==> config.mk <==
export PLATFORM = sky130hd
export DESIGN_NAME = servo_ramp_controller
export DESIGN_NICKNAME = d
export VERILOG_FILES = /design/src/rtl/srctl_pkg.sv /design/src/rtl/srctl_ram.sv /design/src/rtl/srctl_div.sv /design/src/rtl/servo_ramp_controller.sv
export SDC_FILE = /design/constraint.sdc
export NUM_CORES = 2
export LEC_CHECK = 0
export ABC_AREA = 1
export BUFFER_PORTS_ARGS = -buffer_cell sky130_fd_sc_hd__buf_2
export CAP_MARGIN = 20
export CORE_ASPECT_RATIO = 1.4
export CORE_MARGIN = 3
export CORE_UTILIZATION = 50
export CTS_CLUSTER_DIAMETER = 40
export DETAILED_ROUTE_END_ITERATION = 12
export PLACE_DENSITY_LB_ADDON = 0.05
export SKIP_CTS_REPAIR_TIMING = 1
export SYNTH_ARGS = -nofsm -noshare
export SYNTH_HDL_FRONTEND = slang
export SYNTH_SLANG_ARGS = --single-unit
export TNS_END_PERCENT = 1
==> constraint.sdc <==
create_clock -name clk -period 5.9 [get_ports clk]
set_clock_uncertainty 0.2 [all_clocks]
set_input_delay 0.885 -clock clk [delete_from_list [all_inputs] [get_ports clk]]
set_output_delay 0.885 -clock clk [all_outputs]
set_load 0.03 [all_outputs]
==> src/rtl/srctl_pkg.sv <==
// Package for the servo ramp controller: FSM state type, register indexes,
// per-channel state word, divider request/response types and fixed constants.
// No dependencies.
package srctl_pkg;

    localparam int CFG_IDX_W  = 3;
    localparam int CFG_DATA_W = 16;

    localparam logic [CFG_IDX_W-1:0] CFG_ANGLE_MIN     = 3'd0;
    localparam logic [CFG_IDX_W-1:0] CFG_ANGLE_MAX     = 3'd1;
    localparam logic [CFG_IDX_W-1:0] CFG_STEP_DEGREES  = 3'd2;
    localparam logic [CFG_IDX_W-1:0] CFG_STEP_INTERVAL = 3'd3;
    localparam logic [CFG_IDX_W-1:0] CFG_PULSE_MIN     = 3'd4;
    localparam logic [CFG_IDX_W-1:0] CFG_PULSE_MAX     = 3'd5;

    localparam logic CMD_SET     = 1'b0;
    localparam logic CMD_SERVICE = 1'b1;

    localparam logic [7:0]  ANGLE_RESET      = 8'd90;
    localparam logic [7:0]  ANGLE_FULL       = 8'd180;
    localparam logic [7:0]  ANGLE_MIN_RESET  = 8'd0;
    localparam logic [7:0]  ANGLE_MAX_RESET  = 8'd180;
    localparam logic [7:0]  STEP_DEG_RESET   = 8'd5;
    localparam logic [15:0] INTERVAL_RESET   = 16'd20;
    localparam logic [11:0] PULSE_MIN_RESET  = 12'd150;
    localparam logic [11:0] PULSE_MAX_RESET  = 12'd600;

    // step count divide: 8-bit angle difference by 8-bit step size
    localparam int DVD_W = 8;
    localparam int DVS_W = 8;

    // |angle * pulse span| < 2^20; x / 180 = ((x >> 2) * RECIP_45) >> RECIP_SHIFT
    localparam int          MAG_W       = 21;
    localparam logic [18:0] RECIP_45    = 19'd372828;
    localparam int          RECIP_SHIFT = 24;

    typedef enum logic [2:0] {
        S_IDLE,
        S_RD,
        S_LOAD,
        S_DIV,
        S_MUL,
        S_SCALE,
        S_MAP,
        S_EMIT_WR_HOLD
    } state_t;

    typedef struct packed {
        logic [7:0]  cur;
        logic [7:0]  goal;
        logic        down;
        logic [7:0]  steps;
        logic        moving;
        logic [31:0] last_time;
    } chan_state_t;

    localparam chan_state_t CHAN_RESET = '{
        cur:       ANGLE_RESET,
        goal:      ANGLE_RESET,
        down:      1'b0,
        steps:     8'd0,
        moving:    1'b0,
        last_time: 32'd0
    };

    typedef struct packed {
        logic             start;
        logic [DVD_W-1:0] dividend;
        logic [DVS_W-1:0] divisor;
    } div_req_t;

    typedef struct packed {
        logic             done;
        logic [DVD_W-1:0] quotient;
    } div_rsp_t;

endpackage

==> src/rtl/srctl_ram.sv <==
// Generic single-write, single-read RAM with registered read data.
// No dependencies.
module srctl_ram #(
    parameter int WIDTH = 8,
    parameter int DEPTH = 16
) (
    input  logic                                 clk,
    input  logic                                 we,
    input  logic [(DEPTH > 1 ? $clog2(DEPTH) : 1)-1:0] waddr,
    input  logic [WIDTH-1:0]                     wdata,
    input  logic [(DEPTH > 1 ? $clog2(DEPTH) : 1)-1:0] raddr,
    output logic [WIDTH-1:0]                     rdata
);

    logic [WIDTH-1:0] mem [DEPTH];
    logic [WIDTH-1:0] rdata_reg;

    always_ff @(posedge clk)
    begin
        if (we)
        begin
            mem[waddr] <= wdata;
        end
        rdata_reg <= mem[raddr];
    end

    assign rdata = rdata_reg;

endmodule

==> src/rtl/srctl_div.sv <==
// Restoring divider, one quotient bit per cycle.
// Depends on srctl_pkg (request/response types and widths).
module srctl_div (
    input  logic                clk,
    input  logic                rst_n,
    input  srctl_pkg::div_req_t req,
    output srctl_pkg::div_rsp_t rsp
);

    import srctl_pkg::*;

    localparam int CNT_W = $clog2(DVD_W);

    logic             busy_reg, busy_next;
    logic             done_reg, done_next;
    logic [CNT_W-1:0] cnt_reg, cnt_next;
    logic [DVS_W-1:0] rem_reg, rem_next;
    logic [DVD_W-1:0] quo_reg, quo_next;
    logic [DVS_W-1:0] dvs_reg, dvs_next;
    logic [DVS_W:0]   shifted;
    logic             fits;

    assign shifted = {rem_reg, quo_reg[DVD_W-1]};
    assign fits    = shifted >= {1'b0, dvs_reg};

    always_comb
    begin
        busy_next = busy_reg;
        done_next = 1'b0;
        cnt_next  = cnt_reg;
        rem_next  = rem_reg;
        quo_next  = quo_reg;
        dvs_next  = dvs_reg;
        if (req.start)
        begin
            busy_next = 1'b1;
            cnt_next  = '0;
            rem_next  = '0;
            quo_next  = req.dividend;
            dvs_next  = req.divisor;
        end
        else if (busy_reg)
        begin
            rem_next = fits ? DVS_W'(shifted - {1'b0, dvs_reg}) : shifted[DVS_W-1:0];
            quo_next = {quo_reg[DVD_W-2:0], fits};
            cnt_next = cnt_reg + 1'b1;
            if (cnt_reg == CNT_W'(DVD_W - 1))
            begin
                busy_next = 1'b0;
                done_next = 1'b1;
            end
        end
    end

    always_ff @(posedge clk or negedge rst_n)
    begin
        if (!rst_n)
        begin
            busy_reg <= 1'b0;
            done_reg <= 1'b0;
            cnt_reg  <= '0;
        end
        else
        begin
            busy_reg <= busy_next;
            done_reg <= done_next;
            cnt_reg  <= cnt_next;
        end
    end

    always_ff @(posedge clk)
    begin
        rem_reg <= rem_next;
        quo_reg <= quo_next;
        dvs_reg <= dvs_next;
    end

    assign rsp.done     = done_reg;
    assign rsp.quotient = quo_reg;

    busy_on_done: assert property (@(posedge clk) disable iff (!rst_n)
        done_reg |-> !busy_reg)
        else $error("divider done while still busy");

    start_loads_count: assert property (@(posedge clk) disable iff (!rst_n)
        req.start |=> busy_reg && cnt_reg == '0)
        else $error("divider start did not arm the iteration count");

    done_after_full_run: assert property (@(posedge clk) disable iff (!rst_n)
        $rose(done_reg) |-> $past(busy_reg) && $past(cnt_reg) == CNT_W'(DVD_W - 1))
        else $error("divider finished without a full run");

endmodule

==> src/rtl/servo_ramp_controller.sv <==
// Servo ramp controller, top level. One item in flight; input stalls until it retires.
// Set target: state read, step divide, state write; then the next beat is accepted.
// Service, due: read, multiply, scale, map, emit; the last step adds a final result
// the same way. Not due or idle: back to idle. A stalled result holds the emit state.
// Reset: registers to defaults, per-channel valid bits cleared so every channel
// reads 90 degrees and idle; no clearing pass.
module servo_ramp_controller #(
    parameter int CHANNELS = 16
) (
    input  logic                                 clk,
    input  logic                                 rst_n,

    input  logic                                 cfg_valid,
    output logic                                 cfg_ready,
    input  logic [srctl_pkg::CFG_IDX_W-1:0]      cfg_index,
    input  logic [srctl_pkg::CFG_DATA_W-1:0]     cfg_data,

    input  logic                                 item_valid,
    output logic                                 item_stall,
    input  logic                                 command,
    input  logic [3:0]                           channel,
    input  logic [7:0]                           target_angle,
    input  logic [31:0]                          time_ms,

    output logic                                 result_valid,
    input  logic                                 result_stall,
    output logic [3:0]                           pwm_channel,
    output logic [11:0]                          pulse_width,
    output logic                                 move_done,
    output logic                                 last
);

    import srctl_pkg::*;

    localparam int AW = CHANNELS > 1 ? $clog2(CHANNELS) : 1;

    state_t state_reg, state_next;

    logic [7:0]  angle_min_reg, angle_max_reg, step_deg_reg;
    logic [15:0] interval_reg;
    logic [11:0] pulse_min_reg, pulse_max_reg;

    logic        cmd_reg;
    logic [3:0]  chan_reg;
    logic [7:0]  tgt_reg;
    logic [31:0] time_reg;

    logic [CHANNELS-1:0] valid_reg;
    logic                hit_reg;
    chan_state_t         st_reg, st_next, ld;
    logic                second_reg, second_next;
    logic [7:0]          angle_reg, angle_next;
    logic signed [21:0]  prod_reg, prod_next;
    logic [35:0]         scale_reg, scale_next;
    logic [11:0]         pulse_reg, pulse_next;

    logic        out_valid_reg, out_valid_next;
    logic [3:0]  out_chan_reg;
    logic [11:0] out_pulse_reg;
    logic        out_done_reg, out_done_next;
    logic        out_last_reg, out_last_next;
    logic        out_load;

    logic [AW-1:0]          addr;
    logic                   chan_ok;
    logic                   ram_we;
    logic [$bits(chan_state_t)-1:0] ram_rdata;
    div_req_t               div_req;
    div_rsp_t               div_rsp;

    logic [7:0]         goal_c, diff_c, step_c, stepped_c, a_c;
    logic [8:0]         sum_c;
    logic [31:0]        elapsed_c;
    logic signed [12:0] span_c;
    logic [MAG_W-1:0]   mag_c;
    logic [11:0]        q_c;

    assign cfg_ready  = 1'b1;
    assign item_stall = state_reg != S_IDLE;
    assign addr       = AW'(chan_reg);
    assign chan_ok    = {3'b000, chan_reg} < 7'(CHANNELS);
    assign ld         = hit_reg ? chan_state_t'(ram_rdata) : CHAN_RESET;

    // config
    always_ff @(posedge clk or negedge rst_n)
    begin
        if (!rst_n)
        begin
            angle_min_reg <= ANGLE_MIN_RESET;
            angle_max_reg <= ANGLE_MAX_RESET;
            step_deg_reg  <= STEP_DEG_RESET;
            interval_reg  <= INTERVAL_RESET;
            pulse_min_reg <= PULSE_MIN_RESET;
            pulse_max_reg <= PULSE_MAX_RESET;
        end
        else if (cfg_valid && cfg_ready)
        begin
            case (cfg_index)
                CFG_ANGLE_MIN:     angle_min_reg <= cfg_data[7:0];
                CFG_ANGLE_MAX:     angle_max_reg <= cfg_data[7:0];
                CFG_STEP_DEGREES:  step_deg_reg  <= cfg_data[7:0];
                CFG_STEP_INTERVAL: interval_reg  <= cfg_data;
                CFG_PULSE_MIN:     pulse_min_reg <= cfg_data[11:0];
                CFG_PULSE_MAX:     pulse_max_reg <= cfg_data[11:0];
                default:           ;
            endcase
        end
    end

    // datapath helpers
    always_comb
    begin
        if (tgt_reg < angle_min_reg)
        begin
            goal_c = angle_min_reg;
        end
        else if (tgt_reg > angle_max_reg)
        begin
            goal_c = angle_max_reg;
        end
        else
        begin
            goal_c = tgt_reg;
        end
        diff_c    = goal_c > ld.cur ? goal_c - ld.cur : ld.cur - goal_c;
        elapsed_c = time_reg - ld.last_time;
        step_c    = step_deg_reg == 8'd0 ? 8'd1 : step_deg_reg;
        sum_c     = {1'b0, st_reg.cur} + {1'b0, step_c};
        if (st_reg.down)
        begin
            stepped_c = st_reg.cur >= step_c ? st_reg.cur - step_c : 8'd0;
        end
        else
        begin
            stepped_c = sum_c[8] ? 8'hFF : sum_c[7:0];
        end
        a_c    = angle_reg > ANGLE_FULL ? ANGLE_FULL : angle_reg;
        span_c = $signed({1'b0, pulse_max_reg}) - $signed({1'b0, pulse_min_reg});
        mag_c  = prod_reg[21] ? MAG_W'(-prod_reg) : MAG_W'(prod_reg);
        q_c    = scale_reg[RECIP_SHIFT +: 12];
    end

    assign out_load = !out_valid_reg || !result_stall;

    // sequencer
    always_comb
    begin
        state_next       = state_reg;
        st_next          = st_reg;
        second_next      = second_reg;
        angle_next       = angle_reg;
        prod_next        = prod_reg;
        scale_next       = scale_reg;
        pulse_next       = pulse_reg;
        out_valid_next   = out_valid_reg && result_stall;
        out_done_next    = out_done_reg;
        out_last_next    = out_last_reg;
        ram_we           = 1'b0;
        div_req.start    = 1'b0;
        div_req.dividend = DVD_W'(diff_c);
        div_req.divisor  = step_c;

        case (state_reg)
            S_IDLE:
            begin
                if (item_valid)
                begin
                    state_next = S_RD;
                end
            end
            S_RD:
            begin
                state_next = chan_ok ? S_LOAD : S_IDLE;
            end
            S_LOAD:
            begin
                st_next = ld;
                if (cmd_reg == CMD_SET)
                begin
                    st_next.goal      = goal_c;
                    st_next.down      = !(goal_c > ld.cur);
                    st_next.last_time = time_reg;
                    div_req.start     = 1'b1;
                    state_next        = S_DIV;
                end
                else if (!ld.moving || ld.steps == 8'd0 ||
                         elapsed_c < {16'd0, interval_reg})
                begin
                    state_next = S_IDLE;
                end
                else
                begin
                    angle_next  = ld.cur;
                    second_next = 1'b0;
                    state_next  = S_MUL;
                end
            end
            S_DIV:
            begin
                if (div_rsp.done)
                begin
                    st_next.steps  = div_rsp.quotient;
                    st_next.moving = div_rsp.quotient != 8'd0;
                    ram_we         = 1'b1;
                    state_next     = S_IDLE;
                end
            end
            S_MUL:
            begin
                prod_next  = $signed({1'b0, a_c}) * span_c;
                state_next = S_SCALE;
            end
            S_SCALE:
            begin
                scale_next = {17'd0, mag_c[MAG_W-1:2]} * {17'd0, RECIP_45};
                state_next = S_MAP;
            end
            S_MAP:
            begin
                pulse_next = prod_reg[21] ? pulse_min_reg - q_c : pulse_min_reg + q_c;
                state_next = S_EMIT_WR_HOLD;
            end
            S_EMIT_WR_HOLD:
            begin
                if (out_load)
                begin
                    out_valid_next = 1'b1;
                    if (!second_reg)
                    begin
                        out_done_next     = 1'b0;
                        out_last_next     = st_reg.steps != 8'd1;
                        st_next.cur       = stepped_c;
                        st_next.steps     = st_reg.steps - 8'd1;
                        st_next.last_time = time_reg;
                        if (st_reg.steps == 8'd1)
                        begin
                            st_next.moving = 1'b0;
                            second_next    = 1'b1;
                            angle_next     = st_reg.goal;
                            state_next     = S_MUL;
                        end
                        else
                        begin
                            ram_we     = 1'b1;
                            state_next = S_IDLE;
                        end
                    end
                    else
                    begin
                        out_done_next = 1'b1;
                        out_last_next = 1'b1;
                        st_next.cur   = st_reg.goal;
                        st_next.down  = 1'b0;
                        ram_we        = 1'b1;
                        state_next    = S_IDLE;
                    end
                end
            end
            default:
            begin
                state_next = S_IDLE;
            end
        endcase
    end

    always_ff @(posedge clk or negedge rst_n)
    begin
        if (!rst_n)
        begin
            state_reg     <= S_IDLE;
            out_valid_reg <= 1'b0;
            valid_reg     <= '0;
            second_reg    <= 1'b0;
        end
        else
        begin
            state_reg     <= state_next;
            out_valid_reg <= out_valid_next;
            second_reg    <= second_next;
            if (ram_we)
            begin
                valid_reg[addr] <= 1'b1;
            end
        end
    end

    always_ff @(posedge clk)
    begin
        if (state_reg == S_IDLE && item_valid)
        begin
            cmd_reg  <= command;
            chan_reg <= channel;
            tgt_reg  <= target_angle;
            time_reg <= time_ms;
        end
        if (state_reg == S_RD)
        begin
            hit_reg <= valid_reg[addr];
        end
        st_reg       <= st_next;
        angle_reg    <= angle_next;
        prod_reg     <= prod_next;
        scale_reg    <= scale_next;
        pulse_reg    <= pulse_next;
        out_done_reg <= out_done_next;
        out_last_reg <= out_last_next;
        if (state_reg == S_EMIT_WR_HOLD && out_load)
        begin
            out_chan_reg  <= chan_reg;
            out_pulse_reg <= pulse_reg;
        end
    end

    srctl_ram #(
        .WIDTH ($bits(chan_state_t)),
        .DEPTH (CHANNELS)
    ) u_state_ram (
        .clk   (clk),
        .we    (ram_we),
        .waddr (addr),
        .wdata (st_next),
        .raddr (addr),
        .rdata (ram_rdata)
    );

    srctl_div u_div (
        .clk   (clk),
        .rst_n (rst_n),
        .req   (div_req),
        .rsp   (div_rsp)
    );

    assign result_valid = out_valid_reg;
    assign pwm_channel  = out_chan_reg;
    assign pulse_width  = out_pulse_reg;
    assign move_done    = out_done_reg;
    assign last         = out_last_reg;

    write_in_range: assert property (@(posedge clk) disable iff (!rst_n)
        ram_we |-> chan_ok)
        else $error("state write for a channel out of range");

    div_done_expected: assert property (@(posedge clk) disable iff (!rst_n)
        div_rsp.done |-> state_reg == S_DIV)
        else $error("divider result with nobody waiting");

    done_beat_is_last: assert property (@(posedge clk) disable iff (!rst_n)
        result_valid && move_done |-> last)
        else $error("final ramp beat not marked last");

    first_of_two_rescales: assert property (@(posedge clk) disable iff (!rst_n)
        state_reg == S_EMIT_WR_HOLD && out_load && !second_reg && st_reg.steps == 8'd1
        |=> state_reg == S_MUL && second_reg)
        else $error("ramp end did not schedule the final beat");

endmodule
# Word-level counts from Yosys, hierarchy flattened
# Memory sizes are Yosys's and may differ from the RTL's. A register that Yosys moved wholly into a read port is not among the register bits.
# Cells that the tools add are included.
# totals
regBits	312
mem_bits_rw	928
inputBits	69
out_inout_bits	21
wordCells	183
memories	1
# memory_table
name	words	width	rd	rd_ports_with_merged_regs	wr	line_no	text
u_state_ram.mem	16	58	1	1	1	srctl_ram.sv:15	logic [WIDTH-1:0] mem [DEPTH];
# classes
n_addsub	12
multipliers	2
n_lt_le_gt_ge	9
n_eq_ne	22
mux	72
n_bitwise	1
reduce_logical	29
# op_table
operator	n
$mux W8	19
$pmux W32 S2	1
$mux W58	1
$mux W42	1
$mux W41	1
$mul A19 B17 Y34 const B	1
$lt A32 B16 Y1	1
$mux W32	1
$pmux W8 S2	2
$sub A32 B32 Y32	1
$sub A8 B8 Y8	4
$mux W3	9
$pmux W9 S3	1
$mux W1	26
$pmux W3 S8	1
$mul A9 B13 Y22	1
$eq A3 B3 Y1 const B	7
$mux W21	1
$neg A21 Y21	1
$mux W9	2
$gt A8 B8 Y1	2
$logic_not A8 Y1	2
$or A16 B16 Y16	1
$reduce_and A2 Y1	7
32 further kinds	53

# Depth between registers and ports, before layout
# depth
ltp_word	8
ltp_mapped	33
depth_no_buf	33

# Modules after synthesis
# Synthesis repeated with hierarchy kept, for this count alone.
# hier_totals
hier_cells	7148
area_unflattened_um2	67990.2
# modules_own_cells
mod	instances	cells_per_inst	area_per_inst_um2	seq_area_each_um2
srctl_ram	1	3819	41101.9	29027.8
servo_ramp_controller	1	3140	25256.7	6851.6
srctl_div	1	189	1631.6	765.7

# Worst setup path after synthesis
# Ideal clock, no wire load.
# synth_timing
kind	flip-flop to flip-flop
from	register prod_reg[1]
to	register scale_reg[33] (data pin)
setup_time_ns	0.262
arrival_time_ns	5.836
required_time_ns	5.438
path_slack_ns	-0.399
stages_incl_launch_ff	28
path_buffers	0
synth_period_minus_slack_ns	6.299
path_cell_list	edfxtp_1 > nor2_4 > nand4_4 > nor2_4 > nand2_4 > nor2_4 > nand4_1 > nor2_1 > nand2_1 > nand2_1 > xor2_1 > ha_1 > ha_1 > inv_1 > fa_1 > fa_1 > inv_1 > fa_1 > inv_1 > fa_1 > inv_1 > ha_1 > nand2_1 > inv_1 > nand2_1 > o311ai_0 > a21oi_1 > xor2_1
# synth_between
elab_chain_cells	3
# synth_rtl
element	line_no	text
start: declaration	servo_ramp_controller.sv:53	logic signed [21:0] prod_reg, prod_next;
start signal: assignment	servo_ramp_controller.sv:302	prod_reg <= prod_next;
$neg A21 Y21	servo_ramp_controller.sv:139	mag_c = prod_reg[21] ? MAG_W'(-prod_reg) : MAG_W'(prod_reg);
$mux W21	servo_ramp_controller.sv:139	
$mul A19 B17 Y34	servo_ramp_controller.sv:215	scale_next = {17'd0, mag_c[MAG_W-1:2]} * {17'd0, RECIP_45};
end signal: assignment	servo_ramp_controller.sv:303	scale_reg <= scale_next;
end: declaration	servo_ramp_controller.sv:54	logic [35:0] scale_reg, scale_next;
# No other way between the ends.
# A chain may end at the register's enable or synchronous reset.

# Final worst setup path
# Ends and elaborated chain as after synthesis.

==> results.ini <==
[clocking]
cts_root_buffer = clkbuf_16
h-tree-depth = 4
insertion_delay_ns = 0.79
path_clk_slew_ns = 0.06
cts_tree = built
numClockSinks = 1276
cts_buffers = 149
ctsLongestPathBuffers = 3

[finish]
design_area_mm2 = 0.0738
fin_nets = 6718
nFillCells = 10500
syn2layout_area_growth_pct = 17.0
drive_above_1_share = 0.146
finalNonFillerCells = 7915
largest_register_ffs = 928

[floorplanning]
die_y_um = 426
num_io_pins = 90
start_util = 0.506
dieArea_mm2 = 0.131
num_rows = 153
core_mm2 = 0.125
fp.dieW_um = 306

[setup_path]
rrSetupSlack_ns = -0.28
worstPathRequired_ns = 6.22
path_buf_inv = 5
critPathMostFrequentCell = ha_1
cp_top_family = adder cells
criticalPathCategory = reg -> reg
start_kind = register
cp_slowest_cell = fa_1
endpoint_kind = register
cp_max_fo = 4
crit_arrival_ns = 6.51
critical-path-max-stage-delay_ns = 0.50

[global_routing]
grt_pass1_vias = 45200
grt_max_degree = 203
antenna_found_initial = 1
grt_pass1_wl_mm = 282
grt_usage = 0.290
gr-total-overflow = 0

[timing]
setup_violations = 17
slew_headroom = 0.242
finalCritPeriodShare = 1.05
period_needed_ns = 6.18
hold_slack_ns = 0.0713
worst_pin_slew_ns = 1.14
setup_slack_ns = -0.283
hold_viol = 0
fmax_mhz = 162
maxSlewViolCount = 0
rsz0062_at_grt = yes

[run_status]
violations = setup timing
status = complete, but fails checks

[yosys]
async_flop_share = 0.0705
ys_ff_latch = 1276
synth.distinct_cells = 61
syn_area_mm2 = 0.0631
synth_ff_type = edfxtp_1
syn-num-nets = 6302
synth-seq-area-share = 0.581
synthCells = 5743
avgSynthCellArea_um2 = 11.0
ys.warnings.count = 0
synth_edf_count = 1062

[routing]
drt-total-wl_mm = 189
drc = 0
drt_first_pass_iters = 5
wl_per_cell_um = 23.9
vias = 45200
postRouteAntennaNets = 0
avgViaCountPerCell = 5.71
first_iter_violations = 3753

[flow_run]
cap_violations = 0

[placement]
place.port_buffers = 88
post-dp-hpwl_mm = 121
place_ws_ns = -0.513
dp_cells = 7593
place_congestion = 0.909
placed_area_mm2 = 0.0681

[worst_hold_path]
holdCritPathClass = in -> reg

## synth_stat cells (all sizes together) (13+ instances only)
cell type / count / share of area
edfxtp: 1062 / 0.51
fa: 189 / 0.060
o21ai: 204 / 0.016
or2: 14 / 0.0014
o211ai: 64 / 0.0076
nand3: 804 / 0.064
dfxtp: 124 / 0.039
ha: 301 / 0.060
a21oi: 147 / 0.012
a22oi: 232 / 0.028
xnor2: 34 / 0.0047
buf: 13 / 0.0010
dfrtp: 74 / 0.029
o2111ai: 14 / 0.0019
dfstp: 16 / 0.0067
inv: 737 / 0.044
nand4: 82 / 0.0084
nand2: 951 / 0.057
nor2: 241 / 0.015
xor2: 87 / 0.012
nor3: 22 / 0.0017
clkbuf: 232 / 0.014
## cell type report
cell class                 count  area, µm²  share of cell area
sequential                  1276      36600               0.496
clock inverter                93        986              0.0134
antenna                        1       2.50           0.0000339
inverter                     738       2780              0.0376
timing repair buffer         510       3940              0.0533
multi-input combinational   3484      23500               0.318
tap                         1627       2040              0.0276
clock buffer                 186       3950              0.0535
## metrics by stage
stage	TNS [ns]	utilization
global route	-9.85	0.591
finish	-3.06	0.591
global placement	-6.38	0.545
detailed placement	-6.76	0.546
floorplan	-0.201	-
CTS	-7.59	0.585
## kinds of logic after synthesis
group / after synthesis / share of synthesized area
compound gates: 730 / 0.0736
xor+xnor: 121 / 0.0171
fa+ha+maj: 490 / 0.120
buf+inv: 983 / 0.0588
flops: 1276 / 0.581
mux: 2 / 0.000317
other cells: 1 / 0.0000594
simple gates: 2140 / 0.150
## per-layer routing
layer	track usage	share of wire	up-vias	wire [µm]
li1	-	-	20800	-
met4	0.113	0.038	0	7150
met2	0.504	0.50	1545	95200
met5	0	0	-	0
met3	0.0386	0.057	368	10900
met1	0.370	0.40	22500	75900
## placed cells by master (no fill, tap or decap), drive strengths merged, types with 3 or more instances in the layout
cell,instances
edfxtp,1062
nand2,951
nand3,804
inv,761
buf,509
ha,301
nor2,241
a22oi,232
o21ai,204
fa,189
clkbuf,186
a21oi,147
dfxtp,124
xor2,87
nand4,82
dfrtp,74
o211ai,64
clkinv,46
xnor2,34
nor3,22
dfstp,16
clkinvlp,15
o2111ai,14
or2,14
o22ai,10
a21o,10
a31oi,10
nand3b,9
bufinv,9
nor4,9
o221ai,6
a32oi,5
a21boi,5
o21bai,4
o41ai,4
and2,4
a211oi,4
a221oi,3
o311ai,3
## final timing paths
path / startpoint / end / cells after the start
worst max-delay path: prod_reg[1] / scale_reg[33] / 27
worst min-delay path: time_ms[23] / time_reg[23] / 1
worst max register to register: prod_reg[1] / scale_reg[33] / 27
worst min register to register: pulse_reg[11] / pulse_width[11] / 0
max in group asynchronous: rst_n / u_div.cnt_reg[0] / 3
min in group asynchronous: rst_n / pulse_min_reg[6] / 2
Power is left out: the tool's default activity adds up to more than one toggle a clock period on the data nets, which glitch-free logic cannot reach.
